`config.mk`:
```
export PLATFORM = sky130hd
export DESIGN_NAME = relative_date_parser
export DESIGN_NICKNAME = d
export VERILOG_FILES = /design/src/rtl/rdp_pkg.sv /design/src/rtl/rdp_step.sv /design/src/rtl/relative_date_parser.sv
export VERILOG_INCLUDE_DIRS = /design/src /design/src/rtl
export SDC_FILE = /design/constraint.sdc
export NUM_CORES = 1
export LEC_CHECK = 0
export BUFFER_PORTS_ARGS = -buffer_cell sky130_fd_sc_hd__buf_2
export CORE_UTILIZATION = 40
export CTS_BUF_LIST = sky130_fd_sc_hd__clkbuf_8
export CTS_CLUSTER_SIZE = 40
export DETAILED_ROUTE_END_ITERATION = 7
export MAX_ROUTING_LAYER = met4
export PLACE_DENSITY_LB_ADDON = 0.15
export SLEW_MARGIN = 15
export SYNTH_ARGS = -nofsm -noshare
export SYNTH_HDL_FRONTEND = slang
export SYNTH_SLANG_ARGS = --single-unit
```
`constraint.sdc`:
```
create_clock -name aclk -period 5.6 [get_ports aclk]
set_clock_uncertainty 0.05 [all_clocks]
set_input_delay 1.12 -clock aclk [delete_from_list [all_inputs] [get_ports aclk]]
set_output_delay 1.12 -clock aclk [all_outputs]
set_load 0.05 [all_outputs]
```
`src/rtl/relative_date_parser_defines.svh`:
```
// Assertion macros shared by the relative date parser RTL.
`ifndef RELATIVE_DATE_PARSER_DEFINES_SVH
`define RELATIVE_DATE_PARSER_DEFINES_SVH

// Checks that a condition holds at every clock edge outside reset.
`define RDP_ASSERT_ALWAYS(label, cond, msg) \
    label: assert property (@(posedge aclk) disable iff (!aresetn) (cond)) \
        else $error(msg);

// Checks that a condition at one edge implies another at the next edge.
`define RDP_ASSERT_NEXT(label, ante, cons, msg) \
    label: assert property (@(posedge aclk) disable iff (!aresetn) \
        (ante) |=> (cons)) else $error(msg);

`endif

```
`src/rtl/rdp_pkg.sv`:
```
// Types, constants and reset state shared by the relative date parser.
package rdp_pkg;

    localparam int MAX_DIGITS = 4;
    localparam int CNT_W      = $clog2(MAX_DIGITS + 1);
    localparam int YEAR_W     = 14;
    localparam int MONTH_W    = 4;
    localparam int DAY_W      = 5;
    localparam int MASK_W     = 3;
    localparam int NUM_W      = $clog2(10 ** MAX_DIGITS);
    localparam int ACC_W      = (NUM_W > YEAR_W) ? NUM_W : YEAR_W;

    localparam logic [7:0] CH_TERM  = 8'd0;
    localparam logic [7:0] CH_ZERO  = 8'd48;
    localparam logic [7:0] CH_NINE  = 8'd57;
    localparam logic [7:0] CH_SPACE = 8'd32;
    localparam logic [7:0] CH_TAB   = 8'd9;
    localparam logic [7:0] CH_CR    = 8'd13;
    localparam logic [7:0] CH_YEAR  = 8'h79;
    localparam logic [7:0] CH_MONTH = 8'h6d;
    localparam logic [7:0] CH_DAY   = 8'h64;

    localparam logic [ACC_W-1:0] MONTH_MAX = ACC_W'(11);
    localparam logic [ACC_W-1:0] DAY_MAX   = ACC_W'(30);
    localparam logic [ACC_W-1:0] RADIX     = ACC_W'(10);
    localparam logic [ACC_W-1:0] YEAR_SAT  = ACC_W'((1 << YEAR_W) - 1);

    localparam logic [MASK_W-1:0] SEEN_YEAR  = 3'b001;
    localparam logic [MASK_W-1:0] SEEN_MONTH = 3'b010;
    localparam logic [MASK_W-1:0] SEEN_DAY   = 3'b100;

    typedef enum logic [1:0] {
        PH_START = 2'd0,
        PH_NUM   = 2'd1,
        PH_UNIT  = 2'd2
    } phase_t;

    typedef enum logic [1:0] {
        U_YEAR  = 2'd0,
        U_MONTH = 2'd1,
        U_DAY   = 2'd2,
        U_NONE  = 2'd3
    } unit_t;

    typedef struct packed {
        phase_t              phase;
        logic [ACC_W-1:0]    accum;
        logic [CNT_W-1:0]    digit_count;
        unit_t               unit_pos;
        logic [YEAR_W-1:0]   year;
        logic [MONTH_W-1:0]  month;
        logic [DAY_W-1:0]    day;
        logic [MASK_W-1:0]   seen;
        logic                failed;
    } rdp_state_t;

    typedef struct packed {
        logic [MASK_W-1:0]   present;
        logic [DAY_W-1:0]    days;
        logic [MONTH_W-1:0]  months;
        logic [YEAR_W-1:0]   years;
        logic                status;
    } rdp_result_t;

    localparam rdp_state_t STATE_RESET = '{
        phase:       PH_START,
        accum:       '0,
        digit_count: '0,
        unit_pos:    U_YEAR,
        year:        '0,
        month:       '0,
        day:         '0,
        seen:        '0,
        failed:      1'b0
    };

endpackage

```
`src/rtl/rdp_step.sv`:
```
// Next-state and result logic for one character of the relative date parser.
module rdp_step (
    input  rdp_pkg::rdp_state_t  state_i,
    input  logic [7:0]           ch_i,
    output rdp_pkg::rdp_state_t  state_o,
    output rdp_pkg::rdp_result_t result_o,
    output logic                 term_o
);
    import rdp_pkg::*;

    logic             is_digit;
    logic             is_ws;
    logic [ACC_W-1:0] digit_val;
    logic [ACC_W-1:0] accum_mul;
    unit_t            unit;
    logic             bad;

    assign is_digit  = ch_i inside {[CH_ZERO:CH_NINE]};
    assign is_ws     = (ch_i inside {[CH_TAB:CH_CR]}) || (ch_i == CH_SPACE);
    assign digit_val = ACC_W'(ch_i - CH_ZERO);
    assign accum_mul = ACC_W'(state_i.accum * RADIX);
    assign term_o    = (ch_i == CH_TERM);
    assign bad       = state_i.failed || (state_i.phase != PH_UNIT);

    always_comb begin
        case (ch_i)
            CH_YEAR:  unit = U_YEAR;
            CH_MONTH: unit = U_MONTH;
            CH_DAY:   unit = U_DAY;
            default:  unit = U_NONE;
        endcase
    end

    always_comb begin
        result_o.status  = bad;
        result_o.years   = bad ? '0 : state_i.year;
        result_o.months  = bad ? '0 : state_i.month;
        result_o.days    = bad ? '0 : state_i.day;
        result_o.present = bad ? '0 : state_i.seen;
    end

    always_comb begin
        state_o = state_i;
        if (term_o) begin
            state_o = STATE_RESET;
        end else if (!state_i.failed) begin
            case (state_i.phase)
                PH_NUM: begin
                    if (is_digit) begin
                        if (state_i.digit_count >= CNT_W'(MAX_DIGITS)) begin
                            state_o.failed = 1'b1;
                        end else begin
                            state_o.accum       = accum_mul + digit_val;
                            state_o.digit_count = state_i.digit_count + CNT_W'(1);
                        end
                    end else if (unit == U_NONE || unit < state_i.unit_pos) begin
                        state_o.failed = 1'b1;
                    end else begin
                        state_o.unit_pos = unit;
                        state_o.phase    = PH_UNIT;
                        case (unit)
                            U_YEAR: begin
                                state_o.year = (state_i.accum > YEAR_SAT) ?
                                    YEAR_W'(YEAR_SAT) : YEAR_W'(state_i.accum);
                                state_o.seen = state_i.seen | SEEN_YEAR;
                            end
                            U_MONTH: begin
                                if (state_i.accum > MONTH_MAX) begin
                                    state_o.failed = 1'b1;
                                end else begin
                                    state_o.month = MONTH_W'(state_i.accum);
                                    state_o.seen  = state_i.seen | SEEN_MONTH;
                                end
                            end
                            default: begin
                                if (state_i.accum > DAY_MAX) begin
                                    state_o.failed = 1'b1;
                                end else begin
                                    state_o.day  = DAY_W'(state_i.accum);
                                    state_o.seen = state_i.seen | SEEN_DAY;
                                end
                            end
                        endcase
                    end
                end
                default: begin
                    if (is_digit) begin
                        state_o.accum       = digit_val;
                        state_o.digit_count = CNT_W'(1);
                        state_o.phase       = PH_NUM;
                    end else if (!is_ws) begin
                        state_o.failed = 1'b1;
                    end
                end
            endcase
        end
    end

endmodule

```
`src/rtl/relative_date_parser.sv`:
```
// Top level of the relative date parser with stream ports and result register.
// The parser takes one character per cycle and updates its state in the same
// cycle. A zero byte ends the string and loads the single result into the
// output register, which holds it until the result item is taken; other
// characters produce no result. The input side stalls only while a result
// waits in that register and is not being taken in the same cycle, so a
// string followed by its terminator flows at one character per clock.
`include "relative_date_parser_defines.svh"

module relative_date_parser (
    input  logic        aclk,
    input  logic        aresetn,
    input  logic        s_axis_tvalid,
    output logic        s_axis_tready,
    input  logic [7:0]  s_axis_tdata,   // ch[7:0]
    output logic        m_axis_tvalid,
    input  logic        m_axis_tready,
    output logic [31:0] m_axis_tdata    // status, years, months, days, present, zero fill
);
    import rdp_pkg::*;

    rdp_state_t  state_reg;
    rdp_state_t  state_next;
    rdp_result_t result_next;
    rdp_result_t result_reg;
    logic        out_valid_reg;
    logic        term;
    logic        in_acc;
    logic        out_acc;

    rdp_step u_step (
        .state_i  (state_reg),
        .ch_i     (s_axis_tdata),
        .state_o  (state_next),
        .result_o (result_next),
        .term_o   (term)
    );

    assign s_axis_tready = !out_valid_reg || m_axis_tready;
    assign in_acc        = s_axis_tvalid && s_axis_tready;
    assign out_acc       = out_valid_reg && m_axis_tready;
    assign m_axis_tvalid = out_valid_reg;
    assign m_axis_tdata  = {5'b0, result_reg};

    always_ff @(posedge aclk) begin
        if (!aresetn) begin
            state_reg     <= STATE_RESET;
            out_valid_reg <= 1'b0;
        end else begin
            if (in_acc) begin
                state_reg <= state_next;
            end
            if (in_acc && term) begin
                out_valid_reg <= 1'b1;
            end else if (out_acc) begin
                out_valid_reg <= 1'b0;
            end
        end
    end

    always_ff @(posedge aclk) begin
        if (in_acc && term) begin
            result_reg <= result_next;
        end
    end

    `RDP_ASSERT_NEXT(a_term_clears, in_acc && term, out_valid_reg && state_reg == STATE_RESET, "terminator did not load a result and clear the parser")
    `RDP_ASSERT_NEXT(a_no_spurious, in_acc && !term && !out_acc, out_valid_reg == $past(out_valid_reg), "result valid changed without a terminator")
    `RDP_ASSERT_ALWAYS(a_error_zero, !(out_valid_reg && result_reg.status) || (result_reg.years == '0 && result_reg.present == '0), "error result carries nonzero fields")
    `RDP_ASSERT_ALWAYS(a_count_range, state_reg.phase != PH_NUM || (state_reg.digit_count != '0 && state_reg.digit_count <= CNT_W'(MAX_DIGITS)), "digit count out of range inside a number")
    `RDP_ASSERT_ALWAYS(a_field_range, state_reg.month <= MONTH_W'(11) && state_reg.day <= DAY_W'(30), "stored month or day out of range")

endmodule
```
==> results.cfg, run 1 <==
[outcome]
status = finished, final reports clean

[yosys]
yosys_warnings = 0
synth.distinct_cells = 65
ys_seq_elements = 76
synthXorXnorAreaFrac_pct = 3.079
synth_fa_ha_area_share_pct = 11.33
synthCells = 484
synth_area_um2 = 4551
ys.flop_type = dfxtp_1
ys_seq_area_share_pct = 39.37
synth_compound_area_share_pct = 17.54
synth_top_family_by_area = simple AND/OR/NAND/NOR gates
synthMuxAreaShare_pct = 2.420
avgSynthCellArea_um2 = 9.402
synth-edff-count = 27
synth-async-reset-ratio_pct = 0
synth-simple-area-share_pct = 21.17

[worst_setup_path]
r2r_slack_ns = 1.50
end_kind = register
path_max_fanout = 7
critPathRequiredTime_ns = 5.77
timing.rr.start = state_reg[35]$_SDFFE_PN0P_
critPathLaunch = state_reg[35]$_SDFFE_PN0P_
cp-start-kind = register
crit_arrival_ns = 4.28
rr_endpoint = state_reg[45]$_SDFFE_PN0P_
rr_worst_depth = 16
worstSetupPathType = register to register

[layout]
final_cells = 663
layout-drive-gt1-share_pct = 15.30
num_antenna_cells = 0
fin_nets = 570
largest_reg_flops = 48
area_growth_pct = 9.926

[hold_path]
whs_endpoint = state_reg[8]$_SDFFE_PN0P_
hold-path-cell-count = 2
worstHoldStart = state_reg[8]$_SDFFE_PN0P_
hold_path_class = register to register

[timing]
finalCritPeriodShare_pct = 73.28
fmax_mhz = 243.7
slew_viol_final = 0
timing.setup.tns_ns = 0
grt_setup_unrepaired = no
tightest_slew_ns = 1.073
finalHoldViolCount = 0
setup_viol = 0
finalCriticalPeriod_ns = 4.104
slew_headroom_pct = 28.40
fin_hold_ws_ns = 0.4095

[die]
dieArea_um2 = 11810
rows = 38
die-width_um = 108.7
start_util_pct = 41.43
io_pins = 46
core_um2 = 10980
die_y_um = 108.7

[global_routing]
grt_pass1_vias = 3248
grt_pass1_wl_um = 16470
antenna_found_initial = 0
grt_max_degree = 30
gr-total-overflow = 0
grtUsageTotal_pct = 18.68

[power]
power_mw = 1.058
peakVddDrop_mv = 0.1017
leakagePower_nw = 2.070
power_density_nw_per_um2 = 211.5

[placement]
place_hpwl_um = 7600
dp.cells = 647
gp_congestion = 0.8876
io_buffers = 40

[cts]
clkTransAtPathRegs_ns = 0.08
cts_buffers = 9
insertion_delay_ns = 0.35
post-cts-setup-buffers = 0
clock-sinks = 76
cts_root_buf = clkbuf_8
cts_resized = 0
cts_tree = built
hold_buffers = 0
htree_levels = 3
clock_path_buffers = 2

[drt]
via_count = 3619
vias_per_cell = 5.459
drtAntennaViolNets = 0
drc = 0
drt-total-wl_um = 10280
avgRoutedWirePerCell_um = 15.51
firstDrtPassIters = 5
drtIter0Drc = 213

[run]
max_cap_viol_count = 0
[critical path: stages, from the launching register on]
cell and delay (ns):
dfxtp_1 0.43, ha_1 0.33, ha_1 0.17, inv_1 0.06, fa_1 0.40, nor2b_1 0.11, o21ai_0 0.10, a21boi_0 0.25
o21ai_0 0.16, nor2b_1 0.17, xnor2_1 0.26, ha_1 0.32, and2_1 0.21, or4_1 0.40, o221a_2 0.28, nor4_1 0.18
nor3b_1 0.09
[cells in the final DEF, fill, tap and decap left out, drive strengths merged, types with 10 or more instances in the layout]
| cell | count |
|---|---|
| nand2 | 49 |
| and2 | 29 |
| mux2i | 11 |
| nor2 | 30 |
| clkbuf | 10 |
| o21ai | 15 |
| a22o | 14 |
| xnor2 | 10 |
| inv | 24 |
| nand3 | 17 |
| nor3 | 12 |
| buf | 41 |
| edfxtp | 27 |
| dfxtp | 49 |
| ha | 38 |
| a21oi | 36 |
[area by class of cell]
type / count / area [um^2]
clock buffer: 10 / 137.6
clock inverter: 6 / 50.05
fill: 1074 / 5981
inverter: 22 / 82.58
multi-input combinational: 368 / 2557
sequential: 76 / 1792
tap: 140 / 175.2
timing repair buffer: 41 / 207.7
[per-stage QoR]
step                      setup WS, ns  util [%]  area, um^2
final                            1.496     45.55        5002
after global routing             1.288     45.55        5002
after CTS                        1.512     45.49        4996
after detailed placement         1.358     43.78        4808
after global placement           1.434     43.78        4808
after floorplan                  2.025         -        4566
[per-layer routing]
metal | part of all wire (%) | vias to the layer above | wire [um] | track usage [%]
met5 | 0 | - | 0 | -
met4 | 1.2 | 0 | 121 | 6.467
met3 | 4.2 | 10 | 435 | 3.825
met2 | 44 | 84 | 4556 | 27.44
met1 | 50 | 1707 | 5170 | 25.48
li1 | - | 1818 | - | -
[cell usage after synthesis, drive strengths merged, types with 3 or more instances]
cell type	count	area share [%]
buf	14	2.5
edfxtp	27	18
and2	29	4.0
or3	4	0.66
ha	38	10
dfxtp	49	22
a211oi	7	1.3
mux2i	11	2.4
clkbuf	8	0.66
nand2b	5	0.69
a31oi	7	1.2
o21ai	15	1.6
a22o	14	3.0
o31ai	4	0.66
o211ai	4	0.66
nor3b	3	0.74
a21o	3	0.49
and3	3	0.44
nand2	49	4.0
nor4	4	0.88
nor2	30	2.5
or4	3	0.49
xor2	6	1.2
nor3	12	1.3
nand4	6	0.82
a21oi	36	4.0
o21a	7	1.2
xnor2	10	1.9
a22oi	3	0.49
nand3	17	1.9
and4	3	0.63
a21boi	3	0.49
inv	21	1.7
nor2b	4	0.55
[worst max-delay path by stage]
stage                                             to  slack (ns)  cells after the start
after detailed placement  state_reg[22]$_SDFFE_PN0P_        1.36                     12
after CTS                 state_reg[45]$_SDFFE_PN0P_        1.51                     16
after global placement    state_reg[20]$_SDFFE_PN0P_        1.43                     12
after global routing      state_reg[45]$_SDFFE_PN0P_        1.29                     16
after floorplan           state_reg[45]$_SDFFE_PN0P_        2.02                      8
final                     state_reg[45]$_SDFFE_PN0P_        1.50                     16
[report_power, final]
group | internal [mW] | total, mW | switching (mW)
combinational | 0.0269 | 0.0856 | 0.0587
clock | 0.211 | 0.400 | 0.189
sequential | 0.568 | 0.572 | 0.00374
total | 0.807 | 1.06 | 0.251
[logic make-up (layout without fill, tap and decap cells)]
family,count (synthesis),count (layout)
compound gates,115,115
xor+xnor,16,16
fa+ha+maj,40,40
buf+inv,44,79
flops,76,76
mux,11,11
other cells,1,5
simple gates,181,181
Note: power is estimated with default switching activity, not from simulation.
==> run 2: changes to the inputs <==
Clock period 5.6 ns to 3.4 ns, I/O delays scaled along.
==> run 2 against run 1 <==
  * The run now ends with negative setup slack left
  * Setup slack worse by 1.6 ns
  * Clock power up 72%
  * Global-route usage up 1.5 points
  * Die area unchanged
  * Wire length up 7.9%
  * Utilization up 4.6 points
  * Sequential cell count unchanged
  * First-iteration DRC count up 24%
  * Non-clock buffer count up 46
  * Critical endpoint unchanged
  * Largest power group unchanged
==> results.cfg, run 2 (same netlist as run 1, synthesis figures left out) <==
[power]
power.share.clock_pct = 38.4
power_density_nw_per_um2 = 324.9
seqPwrFrac_pct = 52.5
p_int_mw = 1.345
leakagePower_nw = 2.327
p_sw_mw = 0.4438
p_comb_share_pct = 9.0
sw_frac_of_total_pct = 24.81
power_mw = 1.789
peakVddDrop_mv = 0.1956

[timing]
slew_viol_final = 0
grt_setup_unrepaired = yes
slew_headroom_pct = 52.68
finalHoldViolCount = 0
tightest_slew_ns = 0.7035
timing.setup.tns_ns = -0.07285
worst_slack_ns = -0.05643
fmax_mhz = 289.3
finalCritPeriodShare_pct = 101.7
finalCriticalPeriod_ns = 3.456
setup_viol = 2

[outcome]
violations = negative setup slack
status = finished with violations

[drt]
drtIter0Drc = 264
avgRoutedWirePerCell_um = 15.64
drt-total-wl_um = 11090
via_count = 3863
vias_per_cell = 5.449
firstDrtPassIters = 5
drtAntennaViolNets = 0
drc = 0

[die]
dieArea_um2 = 11810
core_um2 = 10980
die_y_um = 108.7
io_pins = 46
rows = 38
die-width_um = 108.7
start_util_pct = 41.43

[global_routing]
grt_pass1_vias = 3526
grtUsageTotal_pct = 20.16
grt_max_degree = 28
grt_pass1_wl_um = 17700
gr-total-overflow = 0
antenna_found_initial = 0

[cts]
clkTransAtPathRegs_ns = 0.08
cts_tree = built
cts_buffers = 9
htree_levels = 3
hold_buffers = 0
clock_path_buffers = 2
insertion_delay_ns = 0.35
cts_root_buf = clkbuf_8
clock-sinks = 76

[worst_setup_path]
rr_worst_depth = 16
worstSetupPathType = register to register
critPathRequiredTime_ns = 3.59
cp-start-kind = register
crit_arrival_ns = 3.65
path_max_fanout = 2
end_kind = register

[layout]
final_cells = 709
area_growth_pct = 20.98
fin_nets = 616
final_common_cell = nand2_1
layout-drive-gt1-share_pct = 26.71
fin_util_pct = 50.13
multi_input_comb_area_um2 = 2701
largest_reg_flops = 48
seq_area_um2 = 1798
num_antenna_cells = 0
final_cell_mix = nand2_1, buf_4, dfxtp_1, buf_2
fillers = 1066

[hold_path]
hold_path_class = register to register
hold-path-cell-count = 2

[placement]
dp_slack_ns = -0.2021
place_hpwl_um = 8161
dp.cells = 686
io_buffers = 40
gp_congestion = 0.8377

[run]
max_cap_viol_count = 0
==> run 2: cell count changes in the layout (fill, tap and decap cells not counted), moves of 3 or more <==
cell	delta
a21oi_2	+4
dfxtp_1	-3
a21oi_1	-4
ha_1	-6
o21ai_0	-3
buf_4	+46
ha_4	+5
==> run 2: path summary, 6_finish.rpt <==
| kind | end | slack [ns] | start |
|---|---|---|---|
| hold reg to reg | state_reg[5]$_SDFFE_PN0P_ | 0.41 | state_reg[5]$_SDFFE_PN0P_ |
| setup reg to reg | state_reg[45]$_SDFFE_PN0P_ | -0.06 | state_reg[33]$_SDFFE_PN0P_ |
| setup / recovery | state_reg[45]$_SDFFE_PN0P_ | -0.06 | state_reg[33]$_SDFFE_PN0P_ |
| hold / removal | state_reg[5]$_SDFFE_PN0P_ | 0.41 | state_reg[5]$_SDFFE_PN0P_ |
==> run 2: area by class of cell <==
class                           instances  area share (%)
Inverter                               22           1.500
Sequential cell                        76           32.66
Timing Repair Buffer                   87           10.05
Clock buffer                           10           2.500
Multi-Input combinational cell        368           49.07
Clock inverter                          6           1.045
Tap cell                              140           3.182
==> run 2: power groups by stage <==
stage          Sequential, mW  Combinational [mW]  Clock, mW
2_1_floorplan           0.960               0.110          0
3_3_place_gp            0.962               0.151          0
3_5_place_dp            0.961               0.153          0
4_1_cts                 0.941               0.157      0.696
5_1_grt                 0.941               0.176      0.743
6_report                0.940               0.161      0.688
==> run 2: routing by layer <==
layer / wire length [um] / GRT usage, % / up-vias
met1: 5403 / 27.42 / 1816
met3: 519 / 3.586 / 11
li1: - / - / 1919
met2: 5013 / 30.20 / 117
met5: 0 / - / -
met4: 155 / 6.757 / 0
==> run 2: critical path: stages (launching register included) <==
cell and delay (ns):
dfxtp_2 0.34, ha_4 0.27, ha_4 0.13, inv_2 0.04, fa_2 0.34, nor2b_1 0.11, o21ai_1 0.09, a21boi_1 0.19
o21ai_1 0.11, nor2b_4 0.15, xnor2_2 0.21, ha_1 0.27, and2_4 0.16, or4_4 0.41, o221a_4 0.24, nor4_4 0.16
nor3b_2 0.07
==> run 2: through the flow <==
stage,area (um^2),hold slack [ns]
6_report,5505,0.4084
5_1_grt,5505,0.4341
4_1_cts,5435,0.4101
3_5_place_dp,5109,0.3972
3_3_place_gp,5109,0.3936
2_1_floorplan,4573,0.3785
==> run 2: repair_timing <==
item                                    in CTS  in global routing
buffers inserted                             4                  3
endpoints found under the setup margin       2                  4
pin swaps                                   13                 13
gates resized for setup                     16                 12
gates cloned                                 0                  0
==> run 3: changes to the inputs <==
Settings changed: CELL_PAD_IN_SITES_DETAIL_PLACEMENT set to 1, CELL_PAD_IN_SITES_GLOBAL_PLACEMENT set to 2, CORE_UTILIZATION 40 to 35, RECOVER_POWER set to 50, REMOVE_ABC_BUFFERS set to 1.
==> run 3 against run 2 <==
  * The run still ends with negative setup slack left
  * Final cell count up 5.5%
  * Cell area up 0.50%
  * Utilization down 6.5 points
  * Worst hold slack worse by 0.00094 ns
  * Sequential share of layout area down 0.23 points
  * Critical path depth unchanged
  * Register-to-register slack worse by 0.02 ns
  * Setup slack worse by 0.021 ns
  * Critical endpoint unchanged
  * Largest cell class unchanged
  * Largest power group unchanged
==> results.cfg, run 3 (same netlist as run 1, synthesis figures left out) <==
[global_routing]
grt.met2_usage_pct = 34.29
grt_max_degree = 28
grtUsageTotal_pct = 20.79
antenna_found_initial = 0
grt_use_met3_pct = 2.458
grt_pass1_wl_um = 20680
grt-busiest-layer = met2
grt_use_met1_pct = 26.38
grt_pass1_vias = 4004
gr-total-overflow = 0

[worst_setup_path]
path_max_fanout = 2
rr_worst_depth = 16
rr_endpoint = state_reg[45]$_SDFFE_PN0P_
crit_arrival_ns = 3.67
critPathLaunch = state_reg[35]$_SDFFE_PN0P_
timing.rr.start = state_reg[35]$_SDFFE_PN0P_
r2r_slack_ns = -0.08
worstSetupPathType = register to register
critPathRequiredTime_ns = 3.60
end_kind = register
cp-start-kind = register
crit_path_end = state_reg[45]$_SDFFE_PN0P_

[power]
p_comb_share_pct = 9.9
seqPwrFrac_pct = 54.7
p_int_mw = 1.257
p_sw_mw = 0.4623
sw_frac_of_total_pct = 26.89
power_density_nw_per_um2 = 310.7
leakagePower_nw = 2.229
peakVddDrop_mv = 0.1421
power.share.clock_pct = 35.4

[die]
core_um2 = 12670
rows = 41
die_y_um = 116.0
start_util_pct = 35.91
io_pins = 46
die-width_um = 116.0
dieArea_um2 = 13460

[timing]
finalCritPeriodShare_pct = 102.3
slew_viol_final = 0
finalCriticalPeriod_ns = 3.478
setup_viol = 1
fmax_mhz = 287.5
grt_setup_unrepaired = yes
slew_headroom_pct = 45.52
finalHoldViolCount = 0
worst_slack_ns = -0.07783
tightest_slew_ns = 0.8172

[cts]
clock-sinks = 76
htree_levels = 3
clkTransAtPathRegs_ns = 0.08
cts_tree = built
hold_buffers = 0
insertion_delay_ns = 0.35
clock_path_buffers = 2
cts_root_buf = clkbuf_8
cts_buffers = 9

[drt]
drtIter0Drc = 216
vias_per_cell = 5.206
drtAntennaViolNets = 0
via_count = 3894
drc = 0
drt-total-wl_um = 12870
avgRoutedWirePerCell_um = 17.21
firstDrtPassIters = 4

[layout]
fillers = 1514
area_growth_pct = 21.58
final_cell_mix = buf_4, nand2_1, dfxtp_1, ha_1, clkbuf_1
largest_reg_flops = 48
fin_nets = 623
fin_util_pct = 43.67
seq_area_um2 = 1794
layout-drive-gt1-share_pct = 22.74
multi_input_comb_area_um2 = 2711
final_common_cell = buf_4
num_antenna_cells = 0

[outcome]
status = finished with violations
violations = negative setup slack

[placement]
place_hpwl_um = 9777
gp_congestion = 0.8344
io_buffers = 40
dp_slack_ns = -0.3281

[run]
max_cap_viol_count = 0

[hold_path]
hold_path_class = register to register
## run 3: cell count changes in the layout (fill, tap and decap cells not counted), sizes merged
cell and change:
buf -26, bufinv -1, clkbuf +32, clkinv +1
clkinvlp +1
## run 3: area by class of cell
class / instances / area share (%)
Sequential cell: 76 / 32.43
Clock buffer: 9 / 2.239
Tap cell: 172 / 3.890
Timing Repair Buffer: 94 / 10.15
Inverter: 22 / 1.493
Clock inverter: 7 / 0.7915
Multi-Input combinational cell: 368 / 49.00
## run 3: power by group through the flow
| stage | clock network (mW) | registers, mW | logic, mW |
|---|---|---|---|
| after global routing | 0.663 | 0.941 | 0.187 |
| final | 0.609 | 0.940 | 0.170 |
| after CTS | 0.626 | 0.941 | 0.167 |
| after detailed placement | 0 | 0.962 | 0.163 |
| after global placement | 0 | 0.961 | 0.160 |
| after floorplan | 0 | 0.962 | 0.0926 |
## run 3: how the worst min path moves through the flow
stage	slack, ns	startpoint	cells past startpoint	to
after CTS	0.41	state_reg[11]$_SDFFE_PN0P_	2	state_reg[11]$_SDFFE_PN0P_
after global routing	0.43	state_reg[3]$_SDFFE_PN0P_	2	state_reg[3]$_SDFFE_PN0P_
after detailed placement	0.40	state_reg[11]$_SDFFE_PN0P_	2	state_reg[11]$_SDFFE_PN0P_
final	0.41	state_reg[11]$_SDFFE_PN0P_	2	state_reg[11]$_SDFFE_PN0P_
after global placement	0.39	state_reg[10]$_SDFFE_PN0P_	2	state_reg[10]$_SDFFE_PN0P_
after floorplan	0.38	state_reg[1]$_SDFFE_PN0P_	2	state_reg[1]$_SDFFE_PN0P_
## run 3: metrics by stage
step,area (um^2),TNS (ns),hold slack (ns),power (mW),std cells
5_1_grt,5533,-0.4848,0.4306,1.791,748
3_3_place_gp,5201,-0.4119,0.3932,1.121,726
2_1_floorplan,4420,-0.1118,0.3785,1.054,466
6_report,5533,-0.07783,0.4075,1.719,748
4_1_cts,5497,-0.05361,0.4120,1.733,746
3_5_place_dp,5201,-0.7917,0.4009,1.124,726
## run 3: layer usage
layer,wire length (um),vias up
met2,6283,48
met5,0,-
li1,-,1929
met3,219,13
met1,6189,1904
met4,180,0
## run 3: worst max-delay path: stages (launching register included)
cell	delay, ns
dfxtp_2	0.35
ha_4	0.28
ha_4	0.13
inv_2	0.04
fa_2	0.33
nor2b_1	0.12
o21ai_1	0.09
a21boi_2	0.19
o21ai_2	0.07
nor2b_4	0.14
xnor2_2	0.15
ha_1	0.31
and2_4	0.17
or4_1	0.39
o221a_2	0.31
nor4_4	0.18
nor3b_2	0.08
## run 3: repair_timing
action	in CTS	in global routing
setup endpoints to repair	4	4
pin swaps	6	12
setup buffers	4	2
gates resized for setup	22	19
